[config.mk]
export PLATFORM = sky130hd
export DESIGN_NAME = priority_schedule_wait_times_top
export DESIGN_NICKNAME = d
export VERILOG_FILES = /design/src/hdl/psw_pkg.sv /design/src/hdl/psw_div.sv /design/src/hdl/priority_schedule_wait_times_top.sv
export SDC_FILE = /design/constraint.sdc
export NUM_CORES = 1
export LEC_CHECK = 0
export BUFFER_PORTS_ARGS = -buffer_cell sky130_fd_sc_hd__buf_2
export CORE_ASPECT_RATIO = 0.6
export CORE_UTILIZATION = 43
export DETAILED_ROUTE_END_ITERATION = 10
export PLACE_DENSITY = 0.72
export REMOVE_ABC_BUFFERS = 1
export SLEW_MARGIN = 0
export SYNTH_ARGS = -nofsm -noshare
export SYNTH_HDL_FRONTEND = slang
export SYNTH_SLANG_ARGS = --single-unit
[constraint.sdc]
create_clock -name clk_i -period 3.8 [get_ports clk_i]
set_input_delay 0.57 -clock clk_i [delete_from_list [all_inputs] [get_ports clk_i]]
set_output_delay 0.57 -clock clk_i [all_outputs]
set_load 0.1 [all_outputs]
[src/hdl/psw_pkg.sv]
// shared types and constants for the priority schedule wait-time block
// used by psw_div and priority_schedule_wait_times_top; depends on nothing
package psw_pkg;

  localparam int unsigned MaxJobs      = 16;
  localparam int unsigned BurstBits    = 16;
  localparam int unsigned PriorityBits = 8;
  localparam int unsigned IdW          = 4;   // load-order index of a job
  localparam int unsigned CntW         = 5;   // job count, holds MaxJobs itself
  localparam int unsigned WaitW        = 20;
  localparam int unsigned TotalW       = 24;
  localparam int unsigned FracBits     = 8;
  localparam int unsigned AvgW         = 28;
  localparam int unsigned DivW         = TotalW + FracBits;
  localparam int unsigned DivCntW      = 6;   // holds DivW itself
  localparam int unsigned InDataW      = 24;
  localparam int unsigned OutDataW     = 128;
  localparam int unsigned OutPadW      = OutDataW - (IdW + PriorityBits + BurstBits
                                         + 2 * WaitW + 2 * AvgW);

  // one stored job
  typedef struct packed {
    logic [IdW-1:0]          id;
    logic [PriorityBits-1:0] prio;
    logic [BurstBits-1:0]    burst;
  } entry_t;

  // result beat payload, last member in the lowest bits
  typedef struct packed {
    logic [OutPadW-1:0]      pad;
    logic [AvgW-1:0]         avg_turnaround_q8;
    logic [AvgW-1:0]         avg_waiting_q8;
    logic [WaitW-1:0]        turnaround_time;
    logic [WaitW-1:0]        waiting_time;
    logic [BurstBits-1:0]    job_burst;
    logic [PriorityBits-1:0] job_priority;
    logic [IdW-1:0]          job_id;
  } out_data_t;

  typedef struct packed {
    logic            start;
    logic [DivW-1:0] dividend;
    logic [CntW-1:0] divisor;
  } div_req_t;

  typedef struct packed {
    logic            busy;
    logic            done;
    logic [DivW-1:0] quotient;
  } div_rsp_t;

endpackage

[src/hdl/psw_div.sv]
// radix-2 restoring divider, one quotient bit per cycle
// divides a DivW-bit total by the job count; depends on psw_pkg
module psw_div (
  input  logic               clk_i,
  input  logic               rst_ni,
  input  psw_pkg::div_req_t  req_i,
  output psw_pkg::div_rsp_t  rsp_o
);

  logic [psw_pkg::CntW-1:0]    rem_q, rem_d;
  logic [psw_pkg::DivW-1:0]    quo_q;
  logic [psw_pkg::CntW-1:0]    divisor_q;
  logic [psw_pkg::DivCntW-1:0] cnt_q;
  logic                        busy_q, done_q;
  logic [psw_pkg::CntW:0]      trial;
  logic                        ge;

  assign trial = {rem_q, quo_q[psw_pkg::DivW-1]};
  assign ge    = trial >= {1'b0, divisor_q};

  always_comb begin
    if (ge) begin
      rem_d = psw_pkg::CntW'(trial - {1'b0, divisor_q});
    end else begin
      rem_d = trial[psw_pkg::CntW-1:0];
    end
  end

  always_ff @(posedge clk_i or negedge rst_ni) begin
    if (!rst_ni) begin
      rem_q     <= '0;
      quo_q     <= '0;
      divisor_q <= '0;
      cnt_q     <= '0;
      busy_q    <= 1'b0;
      done_q    <= 1'b0;
    end else begin
      done_q <= 1'b0;
      if (req_i.start) begin
        rem_q     <= '0;
        quo_q     <= req_i.dividend;
        divisor_q <= req_i.divisor;
        cnt_q     <= psw_pkg::DivCntW'(psw_pkg::DivW);
        busy_q    <= 1'b1;
      end else if (busy_q) begin
        rem_q <= rem_d;
        quo_q <= {quo_q[psw_pkg::DivW-2:0], ge};
        cnt_q <= cnt_q - 1'b1;
        if (cnt_q == psw_pkg::DivCntW'(1)) begin
          busy_q <= 1'b0;
          done_q <= 1'b1;
        end
      end
    end
  end

  assign rsp_o.busy     = busy_q;
  assign rsp_o.done     = done_q;
  assign rsp_o.quotient = quo_q;

endmodule

[src/hdl/priority_schedule_wait_times_top.sv]
// non-preemptive priority scheduler: job store, exchange sort, wait and turnaround rows
// depends on psw_pkg and psw_div
//
// Usage: jobs arrive as beats on the slave stream (tdata = burst, priority; tlast
// closes the set). Up to MaxJobs jobs are held in a 16-entry job memory, numbered
// in load order; further jobs are dropped and flagged. Loading takes one beat per
// cycle. After the tlast beat tready drops while the set is sorted in place in the
// memory: the entry at position i sits in a register while positions i+1..n-1 are
// read one per cycle and exchanged through the single write port. One row per job
// then leaves on the master stream in run order, each through a memory read, a row
// build and a handshake; a receiver stall simply holds the output register and the
// sequencer. The summary beat (tuser bit 0, with tlast) follows after two divisions in
// a bit-serial divider that is shared by both averages. Once the summary beat is
// taken tready rises again for a new set. Reset clears the job count, flags and
// sums and leaves the memory as it is; no clearing pass is needed because only
// written entries are ever used.
module priority_schedule_wait_times_top (
  input  logic                          clk_i,
  input  logic                          rst_ni,
  input  logic                          s_axis_tvalid_i,
  output logic                          s_axis_tready_o,
  // [15:0] burst_time, [23:16] priority_req
  input  logic [psw_pkg::InDataW-1:0]   s_axis_tdata_i,
  input  logic                          s_axis_tlast_i,
  output logic                          m_axis_tvalid_o,
  input  logic                          m_axis_tready_i,
  // [3:0] job_id, [11:4] job_priority, [27:12] job_burst, [47:28] waiting_time,
  // [67:48] turnaround_time, [95:68] avg_waiting_q8, [123:96] avg_turnaround_q8, zero pad
  output logic [psw_pkg::OutDataW-1:0]  m_axis_tdata_o,
  // [0] is_summary, [1] overflow
  output logic [1:0]                    m_axis_tuser_o,
  output logic                          m_axis_tlast_o
);

  typedef enum logic [3:0] {
    ST_LOAD,
    ST_START,
    ST_HEAD,
    ST_SCAN,
    ST_WB,
    ST_ISSUE,
    ST_ROW,
    ST_ROW_HOLD,
    ST_DIV_WAIT,
    ST_DIV_TAT,
    ST_SUM
  } state_e;

  state_e                          state_q;
  logic [psw_pkg::CntW-1:0]        cnt_q;
  logic                            dropped_q;
  logic [psw_pkg::IdW-1:0]         i_q, j_q, k_q;
  psw_pkg::entry_t                 cur_q;
  logic [psw_pkg::WaitW-1:0]       rw_q;
  logic [psw_pkg::TotalW-1:0]      tw_q, tt_q;
  logic [psw_pkg::AvgW-1:0]        aw_q;
  logic                            div_start_q;
  logic                            m_valid_q;
  psw_pkg::out_data_t              m_data_q;
  logic [1:0]                      m_user_q;
  logic                            m_last_q;

  // job memory
  psw_pkg::entry_t                 mem_q [psw_pkg::MaxJobs];
  psw_pkg::entry_t                 rd_q;
  logic                            wr_en;
  logic [psw_pkg::IdW-1:0]         wr_addr, rd_addr;
  psw_pkg::entry_t                 wr_data;

  logic                            in_acc, out_acc, has_room, swap;
  logic [psw_pkg::CntW-1:0]        n_next, last_idx;
  logic [psw_pkg::WaitW-1:0]       tat;
  psw_pkg::entry_t                 in_entry;
  psw_pkg::div_req_t               div_req;
  psw_pkg::div_rsp_t               div_rsp;
  logic [psw_pkg::AvgW-1:0]        avg;
  psw_pkg::out_data_t              row_data, sum_data;

  assign in_acc   = s_axis_tvalid_i && s_axis_tready_o;
  assign out_acc  = m_valid_q && m_axis_tready_i;
  assign has_room = cnt_q < psw_pkg::CntW'(psw_pkg::MaxJobs);
  assign n_next   = has_room ? cnt_q + 1'b1 : cnt_q;
  assign last_idx = cnt_q - 1'b1;
  assign swap     = cur_q.prio < rd_q.prio;
  assign tat      = rw_q + psw_pkg::WaitW'(rd_q.burst);

  assign in_entry.id    = cnt_q[psw_pkg::IdW-1:0];
  assign in_entry.prio  = s_axis_tdata_i[psw_pkg::BurstBits +: psw_pkg::PriorityBits];
  assign in_entry.burst = s_axis_tdata_i[psw_pkg::BurstBits-1:0];

  // an empty set cannot occur, but keep its averages at zero
  assign avg = (cnt_q == '0) ? '0 : div_rsp.quotient[psw_pkg::AvgW-1:0];

  // job row and summary row payloads
  always_comb begin
    row_data                   = '0;
    row_data.job_id            = rd_q.id;
    row_data.job_priority      = rd_q.prio;
    row_data.job_burst         = rd_q.burst;
    row_data.waiting_time      = rw_q;
    row_data.turnaround_time   = tat;
    sum_data                   = '0;
    sum_data.avg_waiting_q8    = aw_q;
    sum_data.avg_turnaround_q8 = avg;
  end

  always_comb begin
    wr_en   = 1'b0;
    wr_addr = i_q;
    wr_data = cur_q;
    rd_addr = k_q;
    unique case (state_q)
      ST_LOAD: begin
        wr_en   = in_acc && has_room;
        wr_addr = cnt_q[psw_pkg::IdW-1:0];
        wr_data = in_entry;
      end
      ST_START: rd_addr = i_q;
      ST_HEAD:  rd_addr = i_q + 1'b1;
      ST_SCAN: begin
        wr_en   = swap;
        wr_addr = j_q;
        rd_addr = j_q + 1'b1;
      end
      ST_WB:    wr_en = 1'b1;
      default:  rd_addr = k_q;
    endcase
  end

  always_ff @(posedge clk_i) begin
    if (wr_en) begin
      mem_q[wr_addr] <= wr_data;
    end
    rd_q <= mem_q[rd_addr];
  end

  assign div_req.start    = div_start_q;
  assign div_req.dividend = (state_q == ST_DIV_TAT) ? {tt_q, psw_pkg::FracBits'(0)}
                                                    : {tw_q, psw_pkg::FracBits'(0)};
  assign div_req.divisor  = cnt_q;

  psw_div u_div (
    .clk_i  (clk_i),
    .rst_ni (rst_ni),
    .req_i  (div_req),
    .rsp_o  (div_rsp)
  );

  always_ff @(posedge clk_i or negedge rst_ni) begin
    if (!rst_ni) begin
      state_q     <= ST_LOAD;
      cnt_q       <= '0;
      dropped_q   <= 1'b0;
      i_q         <= '0;
      j_q         <= '0;
      k_q         <= '0;
      cur_q       <= '0;
      rw_q        <= '0;
      tw_q        <= '0;
      tt_q        <= '0;
      aw_q        <= '0;
      div_start_q <= 1'b0;
      m_valid_q   <= 1'b0;
      m_data_q    <= '0;
      m_user_q    <= '0;
      m_last_q    <= 1'b0;
    end else begin
      div_start_q <= 1'b0;
      unique case (state_q)
        ST_LOAD: begin
          if (in_acc) begin
            if (has_room) begin
              cnt_q <= cnt_q + 1'b1;
            end else begin
              dropped_q <= 1'b1;
            end
            if (s_axis_tlast_i) begin
              i_q  <= '0;
              k_q  <= '0;
              rw_q <= '0;
              if (n_next >= psw_pkg::CntW'(2)) begin
                state_q <= ST_START;
              end else begin
                state_q <= ST_ISSUE;
              end
            end
          end
        end
        ST_START: state_q <= ST_HEAD;
        ST_HEAD: begin
          cur_q   <= rd_q;
          j_q     <= i_q + 1'b1;
          state_q <= ST_SCAN;
        end
        ST_SCAN: begin
          // the held entry trades places with any later one of higher priority
          if (swap) begin
            cur_q <= rd_q;
          end
          if (j_q == last_idx[psw_pkg::IdW-1:0]) begin
            state_q <= ST_WB;
          end else begin
            j_q <= j_q + 1'b1;
          end
        end
        ST_WB: begin
          if ({1'b0, i_q} + psw_pkg::CntW'(2) == cnt_q) begin
            state_q <= ST_ISSUE;
          end else begin
            i_q     <= i_q + 1'b1;
            state_q <= ST_START;
          end
        end
        ST_ISSUE: state_q <= ST_ROW;
        ST_ROW: begin
          m_data_q  <= row_data;
          m_user_q  <= '0;
          m_last_q  <= 1'b0;
          m_valid_q <= 1'b1;
          tw_q      <= tw_q + psw_pkg::TotalW'(rw_q);
          tt_q      <= tt_q + psw_pkg::TotalW'(tat);
          rw_q      <= tat;
          state_q   <= ST_ROW_HOLD;
        end
        ST_ROW_HOLD: begin
          if (out_acc) begin
            m_valid_q <= 1'b0;
            if (k_q == last_idx[psw_pkg::IdW-1:0]) begin
              div_start_q <= 1'b1;
              state_q     <= ST_DIV_WAIT;
            end else begin
              k_q     <= k_q + 1'b1;
              state_q <= ST_ISSUE;
            end
          end
        end
        ST_DIV_WAIT: begin
          if (div_rsp.done) begin
            aw_q        <= avg;
            div_start_q <= 1'b1;
            state_q     <= ST_DIV_TAT;
          end
        end
        ST_DIV_TAT: begin
          if (div_rsp.done) begin
            m_data_q  <= sum_data;
            m_user_q  <= {dropped_q, 1'b1};
            m_last_q  <= 1'b1;
            m_valid_q <= 1'b1;
            state_q   <= ST_SUM;
          end
        end
        ST_SUM: begin
          if (out_acc) begin
            m_valid_q <= 1'b0;
            cnt_q     <= '0;
            dropped_q <= 1'b0;
            rw_q      <= '0;
            tw_q      <= '0;
            tt_q      <= '0;
            state_q   <= ST_LOAD;
          end
        end
        default: state_q <= ST_LOAD;
      endcase
    end
  end

  assign s_axis_tready_o = (state_q == ST_LOAD);
  assign m_axis_tvalid_o = m_valid_q;
  assign m_axis_tdata_o  = m_data_q;
  assign m_axis_tuser_o  = m_user_q;
  assign m_axis_tlast_o  = m_last_q;

  // loading and emitting never overlap
  assert property (@(posedge clk_i) disable iff (!rst_ni)
    !(s_axis_tready_o && m_valid_q))
    else $error("input accepted while a result beat is pending");

  // the summary beat is the one that ends the run
  assert property (@(posedge clk_i) disable iff (!rst_ni)
    m_valid_q |-> (m_user_q[0] == m_last_q))
    else $error("summary flag and tlast disagree");

  // the job count never passes the store capacity
  assert property (@(posedge clk_i) disable iff (!rst_ni)
    cnt_q <= psw_pkg::CntW'(psw_pkg::MaxJobs))
    else $error("job count beyond capacity");

  // the divider is only started when idle
  assert property (@(posedge clk_i) disable iff (!rst_ni)
    div_start_q |-> !div_rsp.busy)
    else $error("divider started while busy");

  // a taken summary beat reopens the input
  assert property (@(posedge clk_i) disable iff (!rst_ni)
    (out_acc && m_last_q) |=> s_axis_tready_o)
    else $error("input not reopened after summary");

endmodule
**Yosys cells after proc, flatten, opt, wreduce, memory -nomap -nowiden**

Memories as Yosys holds them, arrays and structs flattened. A register that Yosys moved wholly into a read port is not among the register bits.
Cells that the tools add are included.

- Add/subtract/negate cells: 11
- $lt $le $gt $ge: 4
- Eq/ne operators: 27
- Mux-type cells: 69
- Reductions and logical operators: 27

Operator list:

| cell | number |
|---|---|
| $pmux W128 S2 | 1 |
| $mux W128 | 1 |
| $mux W32 | 3 |
| $pmux W24 S2 | 2 |
| $mux W28 | 3 |
| $mux W20 | 3 |
| $pmux W20 S3 | 1 |
| $mux W4 | 14 |
| $pmux W28 S2 | 1 |
| $add A24 B20 Y24 | 2 |
| $pmux W4 S11 | 1 |
| $pmux W4 S2 | 4 |
| $mux W5 | 6 |
| $mux W24 | 1 |
| $add A20 B16 Y20 | 1 |
| $eq A4 B3 Y1 const B | 4 |
| $ne A2 B2 Y1 const B | 8 |
| $mux W1 | 15 |
| $reduce_bool A2 Y1 | 7 |
| $add A4 B1 Y4 const B | 3 |
| $eq A4 B4 Y1 const B | 3 |
| $mux W6 | 2 |
| $pmux W4 S3 | 1 |
| $reduce_and A4 Y1 | 3 |
| other kinds (30) | 48 |

- Register bits: 329
- Memory bits (writable): 448
- Input port bits: 29
- Output and inout bits: 133
- Word-level logic and storage cells: 170
- Memories: 1

Memory list:

| name | depth | bits a word | rd ports | clocked after Yosys merged registers in | wr ports | RTL line | source |
|---|---|---|---|---|---|---|---|
| mem_q | 16 | 28 | 1 | 1 | 1 | priority_schedule_wait_times_top.sv:64 | `psw_pkg::entry_t mem_q [psw_pkg::MaxJobs];` |

**Depth between registers and ports, before layout**

- Word-level depth: 7
- Mapped depth: 19

**Hierarchy**

Synthesis repeated with hierarchy kept, for this count alone.

- Cell total of the unflattened synthesis: 2977
- Area, all modules: 36592.6 um2

Modules (own cells, without submodules):

| module | times used | cells an instance | area an instance (um2) | sequential area each (um2) |
|---|---|---|---|---|
| priority_schedule_wait_times_top | 1 | 2730 | 34092.7 | 20870.0 |
| psw_div | 1 | 247 | 2499.9 | 1251.2 |

**Least setup slack after synthesis**

Ideal clock, no wire load.

- Kind: flip-flop to flip-flop
- Start: register rw_q[1] (netlist bit)
- End: register tt_q[22] (netlist bit)
- Arrival time: 3799 ps
- Setup slack: -128 ps
- Cell stages (with the launch flop): 19
- Buffers on the path: 1
- Path through: dfrtp_1 > ha_1 > a211o_1 > a2111oi_2 > o31ai_1 > a21oi_1 > inv_1 > a21oi_1 > xnor2_1 > ha_1 > clkbuf_1 > a21o_1 > a21o_1 > a21o_1 > a21o_1 > a21oi_1 > nor4_1 > a311oi_1 > nand3_1

- Word-level cells in the longest chain between the ends: 3

RTL lines:

| what | RTL line | source |
|---|---|---|
| start, declared | priority_schedule_wait_times_top.sv:54 | `logic [psw_pkg::WaitW-1:0] rw_q;` |
| start signal, assigned | priority_schedule_wait_times_top.sv:222 | `rw_q <= tat;` |
| $add A20 B16 Y20 | priority_schedule_wait_times_top.sv:85 | `assign tat = rw_q + psw_pkg::WaitW'(rd_q.burst);` |
| $add A24 B20 Y24 | priority_schedule_wait_times_top.sv:221 | `tt_q <= tt_q + psw_pkg::TotalW'(tat);` |
| $pmux W24 S2 | priority_schedule_wait_times_top.sv:169 | `unique case (state_q)` |
| end signal, assigned | priority_schedule_wait_times_top.sv:221 |  |
| end, declared | priority_schedule_wait_times_top.sv:55 | `logic [psw_pkg::TotalW-1:0] tw_q, tt_q;` |

No other way between the ends.
A chain may end at the register's enable or synchronous reset.

**Worst setup path after layout**

Ends and elaborated chain as after synthesis.

==> results.cfg <==
[run_status]
status = finished with violations
violations = negative setup slack

[setup_path]
critPathArrivalTime_ns = 4.38
crit_type = flip-flop to flip-flop
end_kind = flip-flop
required_ns = 4.31
critical_path.startpoint_type = flip-flop
critical_path_peak_fanout = 3

[clock_network]
cts.sinks = 800
numCtsBuffers = 76
cts_tree = done
clk_path_buf_depth = 3
clk_pin_slew_ns = 0.06
clock_insertion_delay_worst_skew_ns = 0.64
cts.htree.levels = 3
cts-root-buf = clkbuf_16

[pwr]
leakage_nw = 16.9
p_per_area_nw_per_um2 = 1030
irDropWorstVdd_uv = 1000

[synthesis]
async_flop_share_pct = 40.5
synth_fa_ha_area_share_pct = 2.96
synth_cell_types = 85
synth-edff-count = 448
synth-simple-area-share_pct = 11.8
syn_area_um2 = 35700
yosys.area_share.xor_xnor_pct = 1.77
yosys_register_bits = 800
synth_compound_area_share_pct = 14.9
ys_seq_area_share_pct = 62.0
synth_cells = 3028
synth_top_family_by_area = compound AO/OA/AOI/OAI gates
syn_avg_cell_area_um2 = 11.8
synth_mux_area_share_pct = 3.59
yosysWarnings = 0
synth-main-ff-cell = edfxtp_1

[route]
vias_per_cell = 5.67
ant_nets = 0
dr.first_iter.drc_count = 2563
drt-total-wl_mm = 94.7
vias = 25100
top_layer = met4
dr_wl_met2_mm = 39.5
drc = 0
m1WireLength_mm = 45.3
wire_per_inst_um = 21.4
route.met3.wl_mm = 8.14
drt-pass1-iter-count = 5

[finish]
area_growth_pct = 17.3
multiInputGateArea_um2 = 13000
layout_common_cells = nand2_1 (571), edfxtp_1 (448), dfrtp_1 (322)
nets = 3392
fillerInstances = 6916
final_common_cell = nand2_1
seq_area_um2 = 22100
drive_above_1_share_pct = 18.6
post-route-util_pct = 51.1

[timing]
hold_violations = 0
setup_violations = 4
slew_violations = 0
fmax_mhz = 258
setup_ws_ns = -0.0730
skew_ns = 0.0276
fin_crit_ns = 3.87
fin_crit_sh_pct = 102
worst_pin_slew_ns = 1.21
rsz0062_at_grt = true
relSlewSlack_pct = 19.1

[global_routing]
first_global_vias = 23800
grt_pass1_wl_mm = 144
grt_antenna_before_repair = 0
track_usage_pct = 22.3
grt-ovfl-total = 0
grt_max_degree = 120

[floorplanning]
rows = 81
die-area_um2 = 84200
core-area_um2 = 81800
initial_core_util_pct = 43.6
ios = 162
die_h_um = 225
die_w_um = 374

[run]
drv_cap = 0

[place]
detailed_place_hpwl_mm = 59.7
portBuffers = 157
gp_congestion = 0.936
place_worst_setup_slack_ns = -0.520

[hold_path]
min_path_type = input port to flip-flop
==> cell type report <==
type                    count  share of cell area, %
inverters                  47                  0.422
diodes                      1                0.00598
repair buffers            366                   6.57
well taps                1079                   3.23
multi-input cells        1990                   31.0
clock inverters            30                  0.643
clock buffers             111                   5.27
flip-flops and latches    800                   52.9
==> power breakdown <==
part / total [W] / switching, W / leakage [nW] / internal, W
registers: 0.0133 / 0.00129 / 8.45 / 0.0120
clock network: 0.00762 / 0.00336 / 1.23 / 0.00427
logic: 0.0222 / 0.0142 / 7.25 / 0.00808
total: 0.0432 / 0.0188 / 16.9 / 0.0244
==> cell usage after synthesis (7+ instances only) <==
cell type,n,area (um^2)
a211o_1,9,78.8
a211oi_1,126,946
a211oi_2,21,263
a21o_1,49,368
a21oi_1,117,586
a22o_1,74,648
a311oi_1,33,289
a31oi_1,65,407
and2_1,93,582
and3_1,9,56.3
buf_1,14,52.6
buf_2,47,235
buf_4,14,105
clkbuf_1,113,424
dfrtp_1,324,8110
dfxtp_1,28,561
edfxtp_1,448,13500
ha_1,78,976
inv_1,46,173
mux2_2,30,338
mux2i_1,93,931
nand2_1,573,2150
nand2b_1,17,106
nand3_1,36,180
nand4_1,12,75.1
nor2_1,87,327
nor2b_1,31,194
nor3_1,38,190
o211ai_1,7,52.6
o21a_1,14,105
o21ai_0,181,906
o22ai_1,15,93.8
o31ai_1,8,60.1
or3_1,8,50.1
xnor2_1,41,359
xor2_1,31,272
==> worst paths after layout <==
check                                        start                  to  slack (ns)  cells past startpoint
min in group asynchronous                   rst_ni  m_axis_tdata_o[24]        0.55                      2
worst max-delay path                       rw_q[1]            tt_q[22]       -0.07                     19
max in group asynchronous                   rst_ni        u_div.busy_q        2.36                      3
worst min-delay path               s_axis_tvalid_i            cnt_q[4]        0.27                      3
worst max register to register             rw_q[1]            tt_q[22]       -0.07                     19
worst min register to register  m_axis_tdata_o[50]  m_axis_tdata_o[50]        0.47                      1
==> repair_timing <==
item | 4_1_cts | 5_1_grt
hold endpoints to repair | 35 | 0
setup endpoints to repair | 11 | 14
buffers inserted | 6 | 9
resized for setup | 34 | 28
pin swaps | 30 | 40
hold buffers | 1 | 0
==> worst max-delay path: stages (launching register included) <==
cell	delay [ns]
dfrtp_1	0.41
ha_4	0.23
a211o_4	0.35
a2111oi_4	0.31
buf_4	0.19
o31ai_4	0.06
a21oi_2	0.19
inv_2	0.05
buf_6	0.12
a21oi_4	0.13
xnor2_2	0.14
ha_1	0.27
a21o_1	0.20
a21o_1	0.16
a21o_1	0.17
a21o_1	0.17
a21oi_2	0.17
nor4_1	0.07
a311oi_1	0.25
nand3_1	0.10
==> sequential cells by signal (all words and copies together), names as in the netlist, 6 cells and up <==
| name | count |
|---|---|
| aw_q | 28 |
| cur_q | 28 |
| m_axis_tdata_o | 124 |
| mem_q | 448 |
| rd_q | 28 |
| rw_q | 20 |
| tt_q | 24 |
| tw_q | 24 |
| u_div.cnt_q | 6 |
| u_div.quo_q | 32 |
==> cell families (layout without fill, tap and decap cells) <==
kind of cell | Yosys count | count (layout)
AO/OA/AOI/OAI | 770 | 770
XOR/XNOR | 72 | 72
adder cells (fa/ha/maj) | 82 | 82
buffers and inverters | 241 | 554
flip-flops | 800 | 800
multiplexers | 124 | 124
other | 1 | 5
AND/OR/NAND/NOR | 938 | 938
==> routing by layer <==
| metal | global-route usage (%) | up-vias |
|---|---|---|
| met5 | 0 | - |
| met4 | 5.22 | 0 |
| met3 | 5.55 | 125 |
| met2 | 31.0 | 877 |
| met1 | 34.4 | 12500 |
| li1 | - | 11600 |
==> stage by stage <==
stage	hold WS [ns]	setup TNS (ns)	area, um^2	total power, W	cells
CTS	0.223	-0.262	41600	0.0426	4414
detailed placement	0.460	-2.77	39000	0.0346	4267
global placement	0.456	-2.06	39000	0.0343	4267
global route	0.260	-1.29	41800	0.0456	4423
floorplan	0.274	-1093.70	34800	0.0259	2837
finish	0.270	-0.139	41800	0.0432	4424
(Power assumes the default switching activity.)
